File: src/design/cfh_pkg.sv
// Shared types and constants of the CAN feedback identifier hash table.
// No dependencies; the front end, queue, back end, top level and testbench import it.
package cfh_pkg;

  localparam int unsigned MOTORS        = 8;
  localparam int unsigned SLOTS_DEFAULT = 16;

  localparam int unsigned BUS_W       = 8;
  localparam int unsigned ID_W        = 11;
  localparam int unsigned MOTOR_W     = 3;
  localparam int unsigned MOTOR_OUT_W = 4;
  localparam int unsigned CNT_W       = 16;
  localparam int unsigned BUS_SHIFT   = 5;
  // bus << BUS_SHIFT spans 13 bits and covers the 11-bit identifier
  localparam int unsigned MIX_W       = BUS_W + BUS_SHIFT;

  localparam int unsigned QDEPTH = 2;
  localparam int unsigned QAW    = $clog2(QDEPTH);

  localparam logic [MOTOR_OUT_W-1:0] MOTOR_NONE = MOTOR_OUT_W'(MOTORS);

  typedef enum logic [1:0] {
    CMD_CLEAR  = 2'd0,
    CMD_INSERT = 2'd1,
    CMD_LOOKUP = 2'd2,
    CMD_NONE   = 2'd3
  } cmd_e;

  typedef enum logic [1:0] {
    JOB_CLEAR,
    JOB_REJECT,
    JOB_INSERT,
    JOB_LOOKUP
  } job_e;

  typedef enum logic [2:0] {
    ST_INSERTED = 3'd0,
    ST_SAME     = 3'd1,
    ST_CONFLICT = 3'd2,
    ST_FULL     = 3'd3,
    ST_REJECTED = 3'd4,
    ST_HIT      = 3'd5,
    ST_MISS     = 3'd6,
    ST_CLEARED  = 3'd7
  } status_e;

  typedef enum logic [1:0] {
    F_IDLE,
    F_HASH,
    F_MOD,
    F_PUSH
  } front_state_e;

  typedef enum logic {
    B_IDLE,
    B_PROBE
  } back_state_e;

  typedef struct packed {
    job_e                 job;
    logic [BUS_W-1:0]     bus;
    logic [ID_W-1:0]      id;
    logic [MOTOR_W-1:0]   motor;
  } item_t;

  typedef struct packed {
    logic [BUS_W-1:0]     bus;
    logic [ID_W-1:0]      id;
    logic [MOTOR_W-1:0]   motor;
  } slot_t;

endpackage

File: src/design/cfh_ram.sv
// Generic single-write, single-read RAM with registered read data.
// No dependencies.
module cfh_ram #(
  parameter int unsigned WIDTH = 8,
  parameter int unsigned DEPTH = 16
) (
  input  logic                     clk_i,
  input  logic                     we_i,
  input  logic [$clog2(DEPTH)-1:0] waddr_i,
  input  logic [WIDTH-1:0]         wdata_i,
  input  logic [$clog2(DEPTH)-1:0] raddr_i,
  output logic [WIDTH-1:0]         rdata_o
);

  logic [WIDTH-1:0] mem_q [DEPTH];
  logic [WIDTH-1:0] rdata_q;

  always_ff @(posedge clk_i) begin
    if (we_i) begin
      mem_q[waddr_i] <= wdata_i;
    end
    rdata_q <= mem_q[raddr_i];
  end

  assign rdata_o = rdata_q;

endmodule

File: src/design/cfh_front.sv
// Front end: accepts request items, classifies them and works out the home
// slot by a reciprocal multiply and a remainder step. Depends on cfh_pkg.
module cfh_front import cfh_pkg::*; #(
  parameter int unsigned SLOTS = SLOTS_DEFAULT
) (
  input  logic                     clk_i,
  input  logic                     rst_ni,
  input  logic                     in_valid_i,
  output logic                     in_stall_o,
  input  logic [1:0]               command_i,
  input  logic [BUS_W-1:0]         bus_i,
  input  logic [ID_W-1:0]          feedback_id_i,
  input  logic [MOTOR_W-1:0]       motor_id_i,
  output logic                     push_o,
  output item_t                    item_o,
  output logic [$clog2(SLOTS)-1:0] home_o,
  input  logic                     q_full_i
);

  localparam int unsigned SLOT_W = $clog2(SLOTS);
  // floor(2^MIX_W / SLOTS): (mix * RECIP) >> MIX_W is the quotient or one less
  localparam logic [MIX_W-1:0] RECIP   = MIX_W'((1 << MIX_W) / SLOTS);
  localparam logic [MIX_W-1:0] SLOTS_M = MIX_W'(SLOTS);

  front_state_e             state_q, state_d;
  item_t                    item_q, item_d;
  logic [MIX_W-1:0]         mix_q, mix_d;
  logic [MIX_W-1:0]         quo_q, quo_d;
  logic [SLOT_W-1:0]        home_q, home_d;
  logic [2*MIX_W-1:0]       product;
  logic [MIX_W-1:0]         rem_raw;
  logic                     accept;
  logic                     bad_insert;

  assign in_stall_o = (state_q != F_IDLE);
  assign accept     = in_valid_i && (state_q == F_IDLE);
  assign bad_insert = (bus_i == '0) ||
                      ((MOTOR_W + 1)'(motor_id_i) >= (MOTOR_W + 1)'(MOTORS));

  // quotient estimate, then remainder below 2*SLOTS, one subtract brings it home
  assign product = (2 * MIX_W)'(mix_q) * (2 * MIX_W)'(RECIP);
  assign rem_raw = mix_q - quo_q * SLOTS_M;

  always_comb begin
    state_d = state_q;
    item_d  = item_q;
    mix_d   = mix_q;
    quo_d   = quo_q;
    home_d  = home_q;
    push_o  = 1'b0;
    case (state_q)
      F_IDLE: begin
        if (accept) begin
          item_d.bus   = bus_i;
          item_d.id    = feedback_id_i;
          item_d.motor = motor_id_i;
          mix_d        = MIX_W'(feedback_id_i) ^ (MIX_W'(bus_i) << BUS_SHIFT);
          case (command_i)
            CMD_CLEAR: begin
              item_d.job = JOB_CLEAR;
              state_d    = F_PUSH;
            end
            CMD_INSERT: begin
              if (bad_insert) begin
                item_d.job = JOB_REJECT;
                state_d    = F_PUSH;
              end else begin
                item_d.job = JOB_INSERT;
                state_d    = F_HASH;
              end
            end
            CMD_LOOKUP: begin
              item_d.job = JOB_LOOKUP;
              state_d    = F_HASH;
            end
            default: ;  // unused code: item dropped
          endcase
        end
      end
      F_HASH: begin
        quo_d   = product[2*MIX_W-1:MIX_W];
        state_d = F_MOD;
      end
      F_MOD: begin
        home_d  = (rem_raw >= SLOTS_M) ? SLOT_W'(rem_raw - SLOTS_M) : SLOT_W'(rem_raw);
        state_d = F_PUSH;
      end
      F_PUSH: begin
        if (!q_full_i) begin
          push_o  = 1'b1;
          state_d = F_IDLE;
        end
      end
      default: state_d = F_IDLE;
    endcase
  end

  always_ff @(posedge clk_i or negedge rst_ni) begin
    if (!rst_ni) begin
      state_q <= F_IDLE;
    end else begin
      state_q <= state_d;
    end
  end

  always_ff @(posedge clk_i) begin
    item_q <= item_d;
    mix_q  <= mix_d;
    quo_q  <= quo_d;
    home_q <= home_d;
  end

  assign item_o = item_q;
  assign home_o = home_q;

endmodule

File: src/design/cfh_queue.sv
// Two-entry queue of classified items between front and back end.
// Depends on cfh_pkg.
module cfh_queue import cfh_pkg::*; #(
  parameter int unsigned SLOTS = SLOTS_DEFAULT
) (
  input  logic                     clk_i,
  input  logic                     rst_ni,
  input  logic                     push_i,
  input  item_t                    item_i,
  input  logic [$clog2(SLOTS)-1:0] home_i,
  output logic                     full_o,
  input  logic                     pop_i,
  output logic                     valid_o,
  output item_t                    item_o,
  output logic [$clog2(SLOTS)-1:0] home_o
);

  localparam int unsigned SLOT_W = $clog2(SLOTS);

  item_t             item_q [QDEPTH];
  logic [SLOT_W-1:0] home_q [QDEPTH];
  logic [QAW-1:0]    wr_q, rd_q;
  logic [QAW:0]      count_q;

  assign full_o  = (count_q == (QAW + 1)'(QDEPTH));
  assign valid_o = (count_q != '0);
  assign item_o  = item_q[rd_q];
  assign home_o  = home_q[rd_q];

  always_ff @(posedge clk_i or negedge rst_ni) begin
    if (!rst_ni) begin
      wr_q    <= '0;
      rd_q    <= '0;
      count_q <= '0;
    end else begin
      if (push_i) begin
        wr_q <= wr_q + 1'b1;
      end
      if (pop_i) begin
        rd_q <= rd_q + 1'b1;
      end
      if (push_i && !pop_i) begin
        count_q <= count_q + 1'b1;
      end else if (pop_i && !push_i) begin
        count_q <= count_q - 1'b1;
      end
    end
  end

  always_ff @(posedge clk_i) begin
    if (push_i) begin
      item_q[wr_q] <= item_i;
      home_q[wr_q] <= home_i;
    end
  end

endmodule

File: src/design/cfh_back.sv
// Back end: clear, reject, and linear probing over the slot RAM, plus the
// diagnostics and the result register. Depends on cfh_pkg and cfh_ram.
module cfh_back import cfh_pkg::*; #(
  parameter int unsigned SLOTS = SLOTS_DEFAULT
) (
  input  logic                     clk_i,
  input  logic                     rst_ni,
  input  logic                     q_valid_i,
  input  item_t                    item_i,
  input  logic [$clog2(SLOTS)-1:0] home_i,
  output logic                     pop_o,
  output logic                     out_valid_o,
  input  logic                     out_stall_i,
  output logic [2:0]               status_o,
  output logic [MOTOR_OUT_W-1:0]   found_motor_o,
  output logic [CNT_W-1:0]         conflict_total_o,
  output logic [CNT_W-1:0]         full_total_o,
  output logic [BUS_W-1:0]         conflict_bus_o,
  output logic [ID_W-1:0]          conflict_id_o,
  output logic [MOTOR_OUT_W-1:0]   conflict_kept_o,
  output logic [MOTOR_OUT_W-1:0]   conflict_dropped_o
);

  localparam int unsigned SLOT_W = $clog2(SLOTS);
  localparam logic [SLOT_W-1:0] LAST_SLOT = SLOT_W'(SLOTS - 1);

  back_state_e              state_q, state_d;
  job_e                     job_q, job_d;
  slot_t                    key_q, key_d;
  logic [SLOT_W-1:0]        probe_q, probe_d, probe_next;
  logic [SLOT_W-1:0]        count_q, count_d;
  logic [SLOTS-1:0]         used_q, used_d;
  logic [CNT_W-1:0]         conf_cnt_q, conf_cnt_d;
  logic [CNT_W-1:0]         full_cnt_q, full_cnt_d;
  logic [BUS_W-1:0]         conf_bus_q, conf_bus_d;
  logic [ID_W-1:0]          conf_id_q, conf_id_d;
  logic [MOTOR_OUT_W-1:0]   kept_q, kept_d;
  logic [MOTOR_OUT_W-1:0]   dropped_q, dropped_d;
  status_e                  status_q, status_d;
  logic [MOTOR_OUT_W-1:0]   found_q, found_d;
  logic                     out_valid_q, out_valid_d;

  logic                     ram_we;
  logic [SLOT_W-1:0]        ram_raddr;
  slot_t                    ram_rdata;
  logic                     slot_used;
  logic                     key_hit;
  logic                     last_probe;

  cfh_ram #(
    .WIDTH ($bits(slot_t)),
    .DEPTH (SLOTS)
  ) u_slots (
    .clk_i   (clk_i),
    .we_i    (ram_we),
    .waddr_i (probe_q),
    .wdata_i (key_q),
    .raddr_i (ram_raddr),
    .rdata_o (ram_rdata)
  );

  assign probe_next = (probe_q == LAST_SLOT) ? '0 : probe_q + 1'b1;
  // read one slot ahead so one slot is compared per cycle
  assign ram_raddr  = (state_q == B_IDLE) ? home_i : probe_next;
  assign slot_used  = used_q[probe_q];
  assign key_hit    = slot_used && (ram_rdata.bus == key_q.bus) &&
                      (ram_rdata.id == key_q.id);
  assign last_probe = (count_q == LAST_SLOT);

  always_comb begin
    state_d     = state_q;
    job_d       = job_q;
    key_d       = key_q;
    probe_d     = probe_q;
    count_d     = count_q;
    used_d      = used_q;
    conf_cnt_d  = conf_cnt_q;
    full_cnt_d  = full_cnt_q;
    conf_bus_d  = conf_bus_q;
    conf_id_d   = conf_id_q;
    kept_d      = kept_q;
    dropped_d   = dropped_q;
    status_d    = status_q;
    found_d     = found_q;
    out_valid_d = out_valid_q && out_stall_i;
    ram_we      = 1'b0;
    pop_o       = 1'b0;
    case (state_q)
      B_IDLE: begin
        if (q_valid_i && !out_valid_q) begin
          pop_o   = 1'b1;
          found_d = MOTOR_NONE;
          job_d   = item_i.job;
          key_d   = '{bus: item_i.bus, id: item_i.id, motor: item_i.motor};
          probe_d = home_i;
          count_d = '0;
          case (item_i.job)
            JOB_CLEAR: begin
              used_d      = '0;
              conf_cnt_d  = '0;
              full_cnt_d  = '0;
              conf_bus_d  = '0;
              conf_id_d   = '0;
              kept_d      = MOTOR_NONE;
              dropped_d   = MOTOR_NONE;
              status_d    = ST_CLEARED;
              out_valid_d = 1'b1;
            end
            JOB_REJECT: begin
              status_d    = ST_REJECTED;
              out_valid_d = 1'b1;
            end
            default: state_d = B_PROBE;
          endcase
        end
      end
      B_PROBE: begin
        out_valid_d = 1'b1;
        state_d     = B_IDLE;
        if (job_q == JOB_INSERT) begin
          if (!slot_used) begin
            ram_we          = 1'b1;
            used_d[probe_q] = 1'b1;
            status_d        = ST_INSERTED;
          end else if (key_hit) begin
            if (ram_rdata.motor == key_q.motor) begin
              status_d = ST_SAME;
            end else begin
              status_d   = ST_CONFLICT;
              conf_cnt_d = conf_cnt_q + 1'b1;
              conf_bus_d = key_q.bus;
              conf_id_d  = key_q.id;
              kept_d     = MOTOR_OUT_W'(ram_rdata.motor);
              dropped_d  = MOTOR_OUT_W'(key_q.motor);
            end
          end else if (last_probe) begin
            status_d   = ST_FULL;
            full_cnt_d = full_cnt_q + 1'b1;
          end else begin
            out_valid_d = 1'b0;
            state_d     = B_PROBE;
          end
        end else begin
          if (!slot_used) begin
            status_d = ST_MISS;
          end else if (key_hit) begin
            status_d = ST_HIT;
            found_d  = MOTOR_OUT_W'(ram_rdata.motor);
          end else if (last_probe) begin
            status_d = ST_MISS;
          end else begin
            out_valid_d = 1'b0;
            state_d     = B_PROBE;
          end
        end
        if (state_d == B_PROBE) begin
          probe_d = probe_next;
          count_d = count_q + 1'b1;
        end
      end
      default: state_d = B_IDLE;
    endcase
  end

  always_ff @(posedge clk_i or negedge rst_ni) begin
    if (!rst_ni) begin
      state_q     <= B_IDLE;
      used_q      <= '0;
      conf_cnt_q  <= '0;
      full_cnt_q  <= '0;
      conf_bus_q  <= '0;
      conf_id_q   <= '0;
      kept_q      <= MOTOR_NONE;
      dropped_q   <= MOTOR_NONE;
      out_valid_q <= 1'b0;
    end else begin
      state_q     <= state_d;
      used_q      <= used_d;
      conf_cnt_q  <= conf_cnt_d;
      full_cnt_q  <= full_cnt_d;
      conf_bus_q  <= conf_bus_d;
      conf_id_q   <= conf_id_d;
      kept_q      <= kept_d;
      dropped_q   <= dropped_d;
      out_valid_q <= out_valid_d;
    end
  end

  always_ff @(posedge clk_i) begin
    job_q    <= job_d;
    key_q    <= key_d;
    probe_q  <= probe_d;
    count_q  <= count_d;
    status_q <= status_d;
    found_q  <= found_d;
  end

  // diagnostics only change when a new result is loaded, so they stay
  // steady while the result waits
  assign out_valid_o        = out_valid_q;
  assign status_o           = status_q;
  assign found_motor_o      = found_q;
  assign conflict_total_o   = conf_cnt_q;
  assign full_total_o       = full_cnt_q;
  assign conflict_bus_o     = conf_bus_q;
  assign conflict_id_o      = conf_id_q;
  assign conflict_kept_o    = kept_q;
  assign conflict_dropped_o = dropped_q;

endmodule

File: src/design/can_feedback_id_hash_table.sv
// CAN feedback identifier hash table: top level joining front end, queue
// and back end. Depends on cfh_pkg, cfh_front, cfh_queue, cfh_back.
//
// Use: each request item carries a command (clear, insert, look up), a bus,
// an 11-bit feedback identifier and a motor number. Items enter on
// in_valid_i / in_stall_o and are taken at an edge where valid is high and
// stall is low. The unused command code is taken and dropped, no result.
// Every other item gives exactly one result on out_valid_o / out_stall_i:
// status, the motor found on a lookup hit (8 = none) and the diagnostics
// as they stand after that command.
// Clear and rejected inserts go from the front end straight to its push state;
// insert and lookup first pass the quotient multiply and the remainder
// states. The front end takes no new item until it has pushed the last one;
// the back end probes one slot per cycle out of the slot RAM, from the home
// slot on, at most SLOTS slots. A two-entry queue lets the next item hash
// while the current one probes; the back end takes a new item only once its
// last result has been taken by the output side.
// Reset empties the table and clears the diagnostics at once; no sweep.
// A stalled result holds all outputs; the back end waits, the queue
// fills, and the front end then stalls the input.
module can_feedback_id_hash_table import cfh_pkg::*; #(
  parameter int unsigned SLOTS = SLOTS_DEFAULT
) (
  input  logic                   clk_i,
  input  logic                   rst_ni,
  input  logic                   in_valid_i,
  output logic                   in_stall_o,
  input  logic [1:0]             command_i,
  input  logic [BUS_W-1:0]       bus_i,
  input  logic [ID_W-1:0]        feedback_id_i,
  input  logic [MOTOR_W-1:0]     motor_id_i,
  output logic                   out_valid_o,
  input  logic                   out_stall_i,
  output logic [2:0]             status_o,
  output logic [MOTOR_OUT_W-1:0] found_motor_o,
  output logic [CNT_W-1:0]       conflict_total_o,
  output logic [CNT_W-1:0]       full_total_o,
  output logic [BUS_W-1:0]       conflict_bus_o,
  output logic [ID_W-1:0]        conflict_id_o,
  output logic [MOTOR_OUT_W-1:0] conflict_kept_o,
  output logic [MOTOR_OUT_W-1:0] conflict_dropped_o
);

  localparam int unsigned SLOT_W = $clog2(SLOTS);

  logic              push;
  item_t             f_item;
  logic [SLOT_W-1:0] f_home;
  logic              q_full;
  logic              pop;
  logic              q_valid;
  item_t             q_item;
  logic [SLOT_W-1:0] q_home;

  // front: accept, classify, hash
  cfh_front #(
    .SLOTS (SLOTS)
  ) u_front (
    .clk_i         (clk_i),
    .rst_ni        (rst_ni),
    .in_valid_i    (in_valid_i),
    .in_stall_o    (in_stall_o),
    .command_i     (command_i),
    .bus_i         (bus_i),
    .feedback_id_i (feedback_id_i),
    .motor_id_i    (motor_id_i),
    .push_o        (push),
    .item_o        (f_item),
    .home_o        (f_home),
    .q_full_i      (q_full)
  );

  // short queue decoupling hashing from probing
  cfh_queue #(
    .SLOTS (SLOTS)
  ) u_queue (
    .clk_i   (clk_i),
    .rst_ni  (rst_ni),
    .push_i  (push),
    .item_i  (f_item),
    .home_i  (f_home),
    .full_o  (q_full),
    .pop_i   (pop),
    .valid_o (q_valid),
    .item_o  (q_item),
    .home_o  (q_home)
  );

  // back: table, diagnostics, result register
  cfh_back #(
    .SLOTS (SLOTS)
  ) u_back (
    .clk_i              (clk_i),
    .rst_ni             (rst_ni),
    .q_valid_i          (q_valid),
    .item_i             (q_item),
    .home_i             (q_home),
    .pop_o              (pop),
    .out_valid_o        (out_valid_o),
    .out_stall_i        (out_stall_i),
    .status_o           (status_o),
    .found_motor_o      (found_motor_o),
    .conflict_total_o   (conflict_total_o),
    .full_total_o       (full_total_o),
    .conflict_bus_o     (conflict_bus_o),
    .conflict_id_o      (conflict_id_o),
    .conflict_kept_o    (conflict_kept_o),
    .conflict_dropped_o (conflict_dropped_o)
  );

`ifndef SYNTHESIS
  // a motor is reported only on a lookup hit
  a_found_only_on_hit: assert property (@(posedge clk_i) disable iff (!rst_ni)
    out_valid_o && (status_o != ST_HIT) |-> found_motor_o == MOTOR_NONE)
    else $error("found motor outside a lookup hit");

  a_hit_motor_range: assert property (@(posedge clk_i) disable iff (!rst_ni)
    out_valid_o && (status_o == ST_HIT) |-> found_motor_o < MOTOR_NONE)
    else $error("lookup hit without a valid motor");

  // a clear result shows freshly reset diagnostics
  a_clear_diag: assert property (@(posedge clk_i) disable iff (!rst_ni)
    out_valid_o && (status_o == ST_CLEARED) |->
      (conflict_total_o == '0) && (full_total_o == '0) &&
      (conflict_kept_o == MOTOR_NONE) && (conflict_dropped_o == MOTOR_NONE))
    else $error("diagnostics not reset by clear");

  // the diagnostic counters must not move while a result waits
  a_diag_hold: assert property (@(posedge clk_i) disable iff (!rst_ni)
    out_valid_o && out_stall_i |=>
      $stable(conflict_total_o) && $stable(full_total_o))
    else $error("diagnostics changed under a stalled result");
`endif

endmodule

File: config.mk
export PLATFORM = sky130hd
export DESIGN_NAME = can_feedback_id_hash_table
export DESIGN_NICKNAME = d
export VERILOG_FILES = /design/src/design/cfh_pkg.sv /design/src/design/cfh_ram.sv /design/src/design/cfh_front.sv /design/src/design/cfh_queue.sv /design/src/design/cfh_back.sv /design/src/design/can_feedback_id_hash_table.sv
export SDC_FILE = /design/constraint.sdc
export NUM_CORES = 1
export LEC_CHECK = 0
export BUFFER_PORTS_ARGS = -buffer_cell sky130_fd_sc_hd__buf_4
export CORE_ASPECT_RATIO = 1.1
export CORE_MARGIN = 2
export CORE_UTILIZATION = 49
export CTS_BUF_LIST = sky130_fd_sc_hd__clkbuf_2 sky130_fd_sc_hd__clkbuf_4 sky130_fd_sc_hd__clkbuf_8
export DETAILED_ROUTE_END_ITERATION = 10
export PLACE_DENSITY = 0.75
export RECOVER_POWER = 25
export REMOVE_ABC_BUFFERS = 1
export SLEW_MARGIN = 20
export SYNTH_ARGS = -nofsm -noshare
export SYNTH_HDL_FRONTEND = slang
export SYNTH_SLANG_ARGS = --single-unit
export TNS_END_PERCENT = 30
File: constraint.sdc
create_clock -name clk_i -period 3.49 [get_ports clk_i]
set_input_delay 0.1745 -clock clk_i [delete_from_list [all_inputs] [get_ports clk_i]]
set_output_delay 0.1745 -clock clk_i [all_outputs]
set_load 0.01 [all_outputs]
==> impl_metrics.ini, run 1 <==
[die]
rows = 82
io_pins = 96
start_util = 0.495
die-area_mm2 = 0.0475
die_w_um = 208
dieHeight_um = 228
fp.coreArea_mm2 = 0.0453

[sta]
drv_slew = 64
finalCritPeriodShare = 0.912
setup_viol_count_final = 0
slew_headroom = -0.165
fin_setup_tns_ns = 0
clock_skew_ns = 0.0364
hold_viol = 0
period_minus_slack_ns = 3.18
fin_ws_ns = 0.306
max_slew.worst_pin.slew_ns = 1.75
rsz0062_at_grt = no
max_freq_mhz = 314

[power]
p_switching_mw = 6.51
power_density_mw_per_mm2 = 807
clkPwrFrac = 0.278
p_seq_frac = 0.459
intPower_mw = 14.7
combPwrFrac = 0.263
cellLeakagePower_nw = 9.42
switching_share = 0.307
irDropWorstVdd_v = 0.000507

[global_route]
grt_max_degree = 64
first_global_vias = 12800
grtUsageTotal = 0.213
grt_pass1_wl_um = 75800
antenna_found_initial = 1
grt-ovfl-total = 0

[clock_tree]
htreeDepth = 3
cts_root_buf = clkbuf_8
clkSlewWorstSetupHoldPaths_ns = 0.06
cts_tree = done
cts_made_buffers = 85
cts-resized-gates = 0
cts_max_path_buffers = 3
cts_num_sinks = 579
worstSkewPairLatency_ns = 0.67

[placed_design]
dp_hpwl_um = 28000
port_buffers = 95
dpl_cell_area_mm2 = 0.0242
dpl.cell_count = 1940
place_ws_ns = 0.130
routabilityCongestion = 0.802

[detailed_routing]
firstDrtPassIters = 7
drt-vias-per-instance = 5.82
drc = 0
vias = 12400
drt_iter0_markers = 1288
wl_per_cell_um = 23.3
ant_nets = 0
wl_um = 49500

[final_layout]
layoutNonFillerInstCount = 2128
drive_above_1_share = 0.272
syn2layout_area_growth_pct = 17.3
final_nets = 1512
final_core_util = 0.580
final_area_mm2 = 0.0263

[worst_setup_path]
startpoint_type = flop
worst-setup-path-type = reg -> reg
end_kind = flop
cp.arrival_ns = 3.76
cp_max_fo = 25
required_ns = 4.06

[synth]
yosysMostFrequentCell = edfxtp_1
synthArstFlopShare = 0.142
ys.flop_type = edfxtp_1
post_synth_main_area_contributors = edfxtp_1 64%, mux4_2 9.2%, dfrtp_1 9.0%
ys_ff_latch = 579
synth_area_per_cell_um2 = 17.8
yosys.area.top_type_share = 0.636
netlist_top_cells_count = 475 x edfxtp_1, 103 x nand2_1, 92 x mux4_2, 81 x dfrtp_1, 46 x nor2_1
synth_edf_count = 475
seq_area_frac_synth = 0.747
ys_types = 60
yosys_warnings = 0
yosysTopAreaCell = edfxtp_1
netlist_instances = 1262
syn_area_mm2 = 0.0224

[min_path]
min_path_type = in -> reg

[job]
max-cap-violations = 1

[status]
status = complete, but fails checks
violations = capacitance limit, slew limit
[placed cells by master, fill, tap and decap left out, drive strengths merged, types with 5 or more instances in the layout]
| cell | Yosys | layout |
|---|---|---|
| nor2b | 5 | 5 |
| or3 | 12 | 12 |
| clkinv | 0 | 15 |
| and3 | 17 | 17 |
| buf | 29 | 115 |
| o31ai | 6 | 6 |
| mux2i | 8 | 8 |
| dfxtp | 22 | 22 |
| o311ai | 5 | 5 |
| edfxtp | 475 | 475 |
| o21ai | 18 | 18 |
| a31oi | 5 | 5 |
| inv | 21 | 26 |
| mux2 | 27 | 27 |
| clkbuf | 29 | 168 |
| xnor2 | 8 | 8 |
| ha | 15 | 15 |
| nor3 | 5 | 5 |
| a21oi | 40 | 40 |
| a22oi | 44 | 44 |
| o211ai | 9 | 9 |
| mux4 | 92 | 92 |
| nor2 | 47 | 47 |
| xor2 | 24 | 24 |
| or4 | 6 | 6 |
| dfrtp | 81 | 81 |
| nand2 | 103 | 103 |
| and2 | 25 | 25 |
| nand4 | 14 | 14 |
| nor4 | 10 | 10 |
| o21a | 9 | 9 |
| a211o | 5 | 5 |
| nand3 | 18 | 18 |
| dlygate4sd3 | 0 | 27 |
[flip-flops by register name (all words and copies together) (netlist names), 4 cells and up]
name                     cells
u_back.used_q               16
u_front.mix_q                6
u_back.probe_q               4
u_front.home_o               4
u_back.found_motor_o         4
u_queue.item_q              48
u_front.item_o              18
u_back.conflict_bus_o        8
u_queue.home_q               8
u_back.count_q               4
u_back.conflict_total_o     16
u_back.conflict_kept_o       4
u_back.u_slots.rdata_o      22
u_back.key_q                22
u_back.full_total_o         16
u_back.u_slots.mem_q       352
u_back.conflict_id_o        11
[through the flow]
step	power [mW]	hold slack, ns
after CTS	21.4	0.0795
after global routing	22.2	0.175
final	21.2	0.139
after floorplan	13.0	-0.121
after global placement	15.3	0.341
after detailed placement	15.5	0.347
[power groups by stage]
stage,combinational (mW),clock [mW],sequential [mW]
after floorplan,3.13,0,9.85
after global placement,5.45,0,9.84
final,5.58,5.92,9.75
after CTS,5.65,6.02,9.76
after detailed placement,5.59,0,9.89
after global routing,6.07,6.30,9.84
[critical path: stages, from the launching register on]
cell and delay, ns:
edfxtp_1 0.62, xor2_1 0.23, nor4_1 0.52, and4_1 0.55
nand4_2 0.31, buf_4 0.33, or3_1 0.37, a21oi_1 0.14
[worst paths after layout]
check | start | endpoint | slack [ns] | cells after the start
min reg2reg | u_front.item_o[18]$_DFFE_PP_ | u_queue.item_q[0][18]$_DFFE_PP_ | 0.44 | 0
max in group asynchronous | rst_ni | u_back.conflict_id_o[8]$_DFFE_PN0P_ | 1.91 | 2
min in group asynchronous | rst_ni | u_back.full_total_o[9]$_DFFE_PN0P_ | 0.52 | 2
max reg2reg | u_back.key_q[12]$_DFFE_PP_ | u_back.conflict_total_o[3]$_DFFE_PN0P_ | 0.31 | 7
max | u_back.key_q[12]$_DFFE_PP_ | u_back.conflict_total_o[3]$_DFFE_PN0P_ | 0.31 | 7
min | command_i[0] | u_front.item_o[23]$_DFFE_PP_ | 0.14 | 4
[cell families after synthesis]
kind of cell	Yosys count	share of synthesized area
flops	579	0.747
simple gates	276	0.0609
compound gates	154	0.0462
mux	127	0.110
buf+inv	79	0.0146
xor+xnor	32	0.0125
fa+ha+maj	15	0.00837
[per-layer routing]
metal / vias up / GRT usage / part of all wire
met2: 564 / 0.355 / 0.51
li1: 5396 / - / -
met5: - / 0 / 0
met1: 6343 / 0.279 / 0.39
met4: 0 / 0.0809 / 0.026
met3: 81 / 0.0401 / 0.077
[cell type report]
| class | count | area, um^2 |
|---|---|---|
| fill | 3317 | 19000 |
| sequential | 579 | 16800 |
| multi-input combinational | 604 | 5390 |
| clock buffer | 132 | 1630 |
| timing repair buffer | 178 | 1450 |
| tap | 588 | 736 |
| clock inverter | 25 | 277 |
| inverter | 21 | 78.8 |
| antenna | 1 | 2.50 |
[repair_timing]
action                                  in CTS  in global routing
hold buffers                                27                  0
endpoints found under the setup margin       0                  4
hold endpoints to repair                    87                  0
buffers inserted                             0                  3
No activity file was read; power rests on OpenSTA's default activity.
==> run 2, diff against run 1 <==
--- a/config.mk
+++ b/config.mk
@@ -9,7 +9,7 @@
 export CORE_ASPECT_RATIO = 1.1
 export CORE_MARGIN = 2
 export CORE_UTILIZATION = 49
-export CTS_BUF_LIST = sky130_fd_sc_hd__clkbuf_2 sky130_fd_sc_hd__clkbuf_4 sky130_fd_sc_hd__clkbuf_8
+export CTS_BUF_LIST = sky130_fd_sc_hd__clkbuf_4 sky130_fd_sc_hd__clkbuf_8 sky130_fd_sc_hd__clkbuf_16
 export DETAILED_ROUTE_END_ITERATION = 10
 export PLACE_DENSITY = 0.75
 export RECOVER_POWER = 25
@@ -17,5 +17,6 @@
 export SLEW_MARGIN = 20
 export SYNTH_ARGS = -nofsm -noshare
 export SYNTH_HDL_FRONTEND = slang
+export SYNTH_HIERARCHICAL = 1
 export SYNTH_SLANG_ARGS = --single-unit
 export TNS_END_PERCENT = 30
==> impl_metrics.ini, run 2 <==
[final_layout]
insertedDiodeCount = 0
top_register = u_back/u_slots/mem_q
layout_commonest_cell = edfxtp_1
final_cell_mix = 475 x edfxtp_1, 129 x buf_4, 92 x mux4_2, 80 x dfrtp_1, 79 x nand2_1
syn2layout_area_growth_pct = 16.5
nFillCells = 3326
final_nets = 1507
largest_register_ffs = 352
drive_above_1_share = 0.281

[synth]
synth_compound_area_frac = 0.0414
yosysTopAreaCell = edfxtp_1
post_synth_main_area_contributors = edfxtp_1 63%, mux4_2 9.1%, dfrtp_1 8.9%
yosys_warnings = 6
ys_ff_latch = 579
synthSimpleGateAreaFrac = 0.0558
yosysMostFrequentCell = edfxtp_1
yosys-mux-area-fraction = 0.125
synth_xor_area_frac = 0.0115
netlist_instances = 1272
synth_edf_count = 475
ys.flop_type = edfxtp_1
netlist_top_cells_count = 475 x edfxtp_1, 92 x mux4_2, 81 x dfrtp_1, 79 x nand2_1, 56 x nor2_1
yosys.area.top_type_share = 0.625
seq_area_frac_synth = 0.735
syn_area_mm2 = 0.0228
ys_types = 63
synth_area_per_cell_um2 = 17.9
synthArstFlopShare = 0.142
synthAdderAreaFrac = 0.00878
synth_top_family_by_area = multiplexers

[sta]
drv_slew = 66
finalCritPeriodShare = 0.871
fin_setup_tns_ns = 0
setup_viol_count_final = 0
hold_viol = 0
hold-worst-slack_ns = 0.0738
period_minus_slack_ns = 3.04
slew_headroom = -0.0947
rsz0062_at_grt = no
max_slew.worst_pin.slew_ns = 1.64
max_freq_mhz = 329
clock_skew_ns = 0.0214

[status]
violations = capacitance limit, slew limit
status = complete, but fails checks

[min_path]
min_path_type = in -> reg

[clock_tree]
post_cts_buffers = 0
cts_num_sinks = 579
clkSlewWorstSetupHoldPaths_ns = 0.07
cts_tree = done
cts_max_path_buffers = 3
htreeDepth = 2
cts_made_buffers = 51
cts_root_buf = clkbuf_16
worstSkewPairLatency_ns = 0.58

[worst_setup_path]
crit_chain = mux4_2 -> nand2_1 -> nand4_2 -> nor2_1 -> or3b_2 -> nor3_2 -> buf_4
r2r_cells = 7
cp.depth = 7
slowest_stage = or3b_2
startpoint_type = flop
cp.arrival_ns = 3.30
endpoint = u_back/u_slots/mem_q[0][14]$_DFFE_PP_
required_ns = 3.75
r2r-start = u_back/probe_q[1]$_DFFE_PP_
startpoint = u_back/probe_q[1]$_DFFE_PP_
critPathBufInv = 1
rr_endpoint = u_back/u_slots/mem_q[0][14]$_DFFE_PP_
max_stage_delay_ns = 0.56
path_delay_family = simple AND/OR/NAND/NOR gates
end_kind = flop
worst-setup-path-type = reg -> reg
cp_max_fo = 16
regToRegSetupSlack_ns = 0.45

[die]
rows = 82
die-area_mm2 = 0.0483
die_w_um = 210
fp.coreArea_mm2 = 0.0458
dieHeight_um = 230
io_pins = 96
start_util = 0.498

[detailed_routing]
vias = 12200
drt_iter0_markers = 1244
ant_nets = 0
drc = 0
firstDrtPassIters = 5
wl_per_cell_um = 23.3
drt-vias-per-instance = 5.83
wl_um = 48700

[global_route]
first_global_vias = 12600
grt_pass1_wl_um = 74800
grt-ovfl-total = 0
grt_max_degree = 66
antenna_found_initial = 0
grtUsageTotal = 0.205

[power]
irDropWorstVdd_v = 0.000677
total_power_mw = 22.1
cellLeakagePower_nw = 9.41
power_density_mw_per_mm2 = 834

[placed_design]
dp_hpwl_um = 29700
routabilityCongestion = 0.807
port_buffers = 95

[job]
max-cap-violations = 1
==> run 2: changes by cell type in the layout (fill, tap and decap cells not counted), sizes merged, moves of 18 or more <==
cell	previous run	this run
clkbuf	168	90
xor2	24	5
inv	26	50
a21oi	40	22
buf	115	135
mux2i	8	34
nand2	103	80
==> run 2: where the power goes <==
part / total, mW / leakage, nW / switching (mW) / internal, mW
Combinational: 6.48 / 2.95 / 3.66 / 2.82
Sequential: 9.86 / 5.60 / 0.728 / 9.13
Clock: 5.82 / 0.860 / 2.45 / 3.36
Total: 22.1 / 9.41 / 6.84 / 15.3
==> run 2: tightest hold or removal path: stages <==
cell	delay [ns]
buf_4	0.09
ha_1	0.14
nor2b_1	0.06
==> run 2: cell families (layout without fill, tap and decap cells) <==
logic type | count (synthesis) | count (layout)
simple gates | 258 | 258
fa+ha+maj | 16 | 16
mux | 160 | 160
xor+xnor | 30 | 30
flops | 579 | 579
buf+inv | 105 | 337
compound gates | 124 | 124
==> run 2: cell type report <==
| class | instances | area (um^2) | share of cell area |
|---|---|---|---|
| Sequential cell | 579 | 16800 | 0.631 |
| Multi-Input combinational cell | 588 | 5610 | 0.211 |
| Timing Repair Buffer | 193 | 1510 | 0.0570 |
| Clock buffer | 56 | 1330 | 0.0502 |
| Tap cell | 588 | 736 | 0.0277 |
| Clock inverter | 38 | 429 | 0.0162 |
| Inverter | 50 | 188 | 0.00706 |
==> run 2: stage by stage <==
| step | utilization | area [um^2] | setup WS (ns) | std cells |
|---|---|---|---|---|
| 5_1_grt | 0.581 | 26600 | 0.312 | 2092 |
| 3_5_place_dp | 0.538 | 24600 | 0.459 | 1974 |
| 2_1_floorplan | - | 22500 | -1.06 | 1217 |
| 6_report | 0.581 | 26600 | 0.451 | 2092 |
| 3_3_place_gp | 0.538 | 24600 | 0.543 | 1974 |
| 4_1_cts | 0.582 | 26600 | 0.461 | 2092 |
==> run 2: worst min-delay path by stage <==
stage	start	to	slack (ns)	depth (start not counted)
6_report	command_i[1]	u_front/item_o[22]$_DFFE_PP_	0.07	3
5_1_grt	command_i[1]	u_front/item_o[22]$_DFFE_PP_	0.07	3
4_1_cts	command_i[1]	u_front/item_o[22]$_DFFE_PP_	0.05	3
3_5_place_dp	rst_ni	u_back/conflict_total_o[11]$_DFFE_PN0P_	0.33	1
3_3_place_gp	rst_ni	u_back/conflict_total_o[11]$_DFFE_PN0P_	0.33	1
2_1_floorplan	rst_ni	u_back/conflict_bus_o[0]$_DFFE_PN0P_	-0.12	0
==> run 2: repair_timing <==
action | 4_1_cts | 5_1_grt
endpoints found under the hold margin | 86 | 0
hold buffers | 24 | 0
resized for setup | 0 | 0
==> run 2: routing by layer <==
| metal | share of wire | wire [um] | vias to the layer above | global-route usage |
|---|---|---|---|---|
| met5 | 0 | 0 | - | 0 |
| li1 | - | - | 5340 | - |
| met4 | 0.030 | 1450 | 0 | 0.0674 |
| met1 | 0.40 | 19300 | 6316 | 0.265 |
| met2 | 0.51 | 24700 | 455 | 0.351 |
| met3 | 0.066 | 3200 | 76 | 0.0392 |
==> run 3, diff against run 2 <==
--- a/config.mk
+++ b/config.mk
@@ -6,17 +6,17 @@
 export NUM_CORES = 1
 export LEC_CHECK = 0
 export BUFFER_PORTS_ARGS = -buffer_cell sky130_fd_sc_hd__buf_4
+export CELL_PAD_IN_SITES_DETAIL_PLACEMENT = 0
+export CELL_PAD_IN_SITES_GLOBAL_PLACEMENT = 1
 export CORE_ASPECT_RATIO = 1.1
 export CORE_MARGIN = 2
 export CORE_UTILIZATION = 49
 export CTS_BUF_LIST = sky130_fd_sc_hd__clkbuf_4 sky130_fd_sc_hd__clkbuf_8 sky130_fd_sc_hd__clkbuf_16
 export DETAILED_ROUTE_END_ITERATION = 10
-export PLACE_DENSITY = 0.75
+export PLACE_DENSITY = 0.83
 export RECOVER_POWER = 25
 export REMOVE_ABC_BUFFERS = 1
 export SLEW_MARGIN = 20
 export SYNTH_ARGS = -nofsm -noshare
 export SYNTH_HDL_FRONTEND = slang
-export SYNTH_HIERARCHICAL = 1
 export SYNTH_SLANG_ARGS = --single-unit
-export TNS_END_PERCENT = 30
==> impl_metrics.ini, run 3 (synthesized netlist as in run 1, its figures left out) <==
[die]
fp.coreArea_mm2 = 0.0453
dieHeight_um = 228
die_w_um = 208
start_util = 0.495
die-area_mm2 = 0.0475
rows = 82
io_pins = 96

[worst_setup_path]
r2r-start = u_back.key_q[19]$_DFFE_PP_
rr_endpoint = u_back.conflict_total_o[14]$_DFFE_PN0P_
regToRegSetupSlack_ns = 0.31
cp.arrival_ns = 3.67
r2r_cells = 7
startpoint_type = flop
end_kind = flop
worst-setup-path-type = reg -> reg
crit_chain = buf_4 -> xor2_1 -> nor4_1 -> and4_1 -> nand4_2 -> or4_1 -> a21oi_1
slowest_stage = or4_1
startpoint = u_back.key_q[19]$_DFFE_PP_
required_ns = 3.98
endpoint = u_back.conflict_total_o[14]$_DFFE_PN0P_
max_stage_delay_ns = 0.62
cp_max_fo = 18

[status]
violations = capacitance limit, slew limit
status = complete, but fails checks

[sta]
clock_skew_ns = 0.0471
max_freq_mhz = 315
max_slew.worst_pin.slew_ns = 1.62
finalCritPeriodShare = 0.910
rsz0062_at_grt = no
hold_viol = 0
slew_headroom = -0.0811
setup_viol_count_final = 0
drv_slew = 57
period_minus_slack_ns = 3.18
fin_ws_ns = 0.313

[final_layout]
syn2layout_area_growth_pct = 17.3
final_cell_mix = 475 x edfxtp_1, 126 x buf_4, 103 x nand2_1, 92 x mux4_2, 81 x dfrtp_1
largest_register_ffs = 352
insertedDiodeCount = 0
final_nets = 1491
top_register = u_back.u_slots.mem_q
drive_above_1_share = 0.252
layout_commonest_cell = edfxtp_1
reg_top3 = u_back.u_slots.mem_q (352), u_queue.item_q (48)
layoutNonFillerInstCount = 2082

[detailed_routing]
vias = 12300
wl_um = 50300
ant_nets = 0
wl_per_cell_um = 24.1
drt-vias-per-instance = 5.91
drc = 0
drt_iter0_markers = 1136
firstDrtPassIters = 5

[job]
max-cap-violations = 1

[power]
cellLeakagePower_nw = 9.40
irDropWorstVdd_v = 0.000584
power_density_mw_per_mm2 = 821

[min_path]
whs_path_depth = 3
min_path_type = in -> reg

[clock_tree]
htreeDepth = 2
cts_tree = done
worstSkewPairLatency_ns = 0.61
cts_num_sinks = 579
clkSlewWorstSetupHoldPaths_ns = 0.06
cts_made_buffers = 54
cts_root_buf = clkbuf_16
cts_max_path_buffers = 3

[placed_design]
place_ws_ns = 0.276
port_buffers = 95
dp_hpwl_um = 29800
dpl.cell_count = 1952
routabilityCongestion = 0.815

[global_route]
antenna_found_initial = 0
first_global_vias = 12800
grt_max_degree = 66
grt-ovfl-total = 0
grt_pass1_wl_um = 77500
grtUsageTotal = 0.215
[run 3: cell types whose count changed in the layout (fill, tap and decap cells not counted), moves of 17 or more]
| cell | before | now |
|---|---|---|
| inv_1 | 50 | 19 |
| nand2_1 | 79 | 103 |
| xnor2_1 | 25 | 8 |
| a22oi_2 | 20 | 0 |
| xor2_1 | 5 | 24 |
| mux2i_1 | 34 | 6 |
| a22oi_1 | 26 | 44 |
[run 3: per-stage QoR]
stage / hold WS, ns / TNS, ns / util / power (mW) / cell area [um^2]
after detailed placement: 0.317 / 0 / 0.534 / 15.6 / 24200
final: 0.0597 / 0 / 0.580 / 21.6 / 26300
after floorplan: -0.121 / -212.13 / - / 13.0 / 22200
after CTS: 0.0419 / 0 / 0.580 / 21.7 / 26300
after global routing: 0.0769 / 0 / 0.580 / 22.5 / 26300
after global placement: 0.318 / 0 / 0.534 / 15.5 / 24200
[run 3: how the worst min path moves through the flow]
stage | from | to
after CTS | in_valid_i | u_front.state_q[1]$_DFFE_PN0P_
final | command_i[1] | u_front.item_o[22]$_DFFE_PP_
after global routing | command_i[1] | u_front.item_o[22]$_DFFE_PP_
after floorplan | rst_ni | u_back.conflict_bus_o[0]$_DFFE_PN0P_
after global placement | rst_ni | u_back.conflict_kept_o[1]$_DFFE_PN0P_
after detailed placement | rst_ni | u_back.conflict_kept_o[0]$_DFFE_PN0P_
[run 3: timing repair]
| item | in CTS | in global routing |
|---|---|---|
| setup endpoints to repair | 0 | 1 |
| hold buffers | 24 | 0 |
| resized for setup | 0 | 0 |
| hold endpoints to repair | 78 | 0 |
| buffers inserted | 0 | 4 |
[run 3: metal layers]
| metal | track usage | wire length (um) |
|---|---|---|
| met2 | 0.369 | 25900 |
| met3 | 0.0311 | 3110 |
| met5 | 0 | 0 |
| met1 | 0.284 | 19800 |
| met4 | 0.0727 | 1500 |
[run 3: report_power, final]
group          switching [mW]  internal (mW)  total, mW
Combinational            3.46           2.44       5.90
Clock                    2.53           3.53       6.06
Sequential              0.596           9.04       9.64
[run 3: layout make-up]
cell class,instances,area [um^2]
clock buffer,70,1510
clock inverter,32,349
fill,3317,19000
inverter,21,78.8
multi-input combinational,604,5380
sequential,579,16800
tap,588,736
timing repair buffer,188,1480
[run 3: worst max-delay path: cells and delay by family (launching register included)]
kind | cells | cell delay [ns]
simple gates | 4 | 2.15
flops | 1 | 0.36
buf+inv | 1 | 0.21
xor+xnor | 1 | 0.18
compound gates | 1 | 0.15
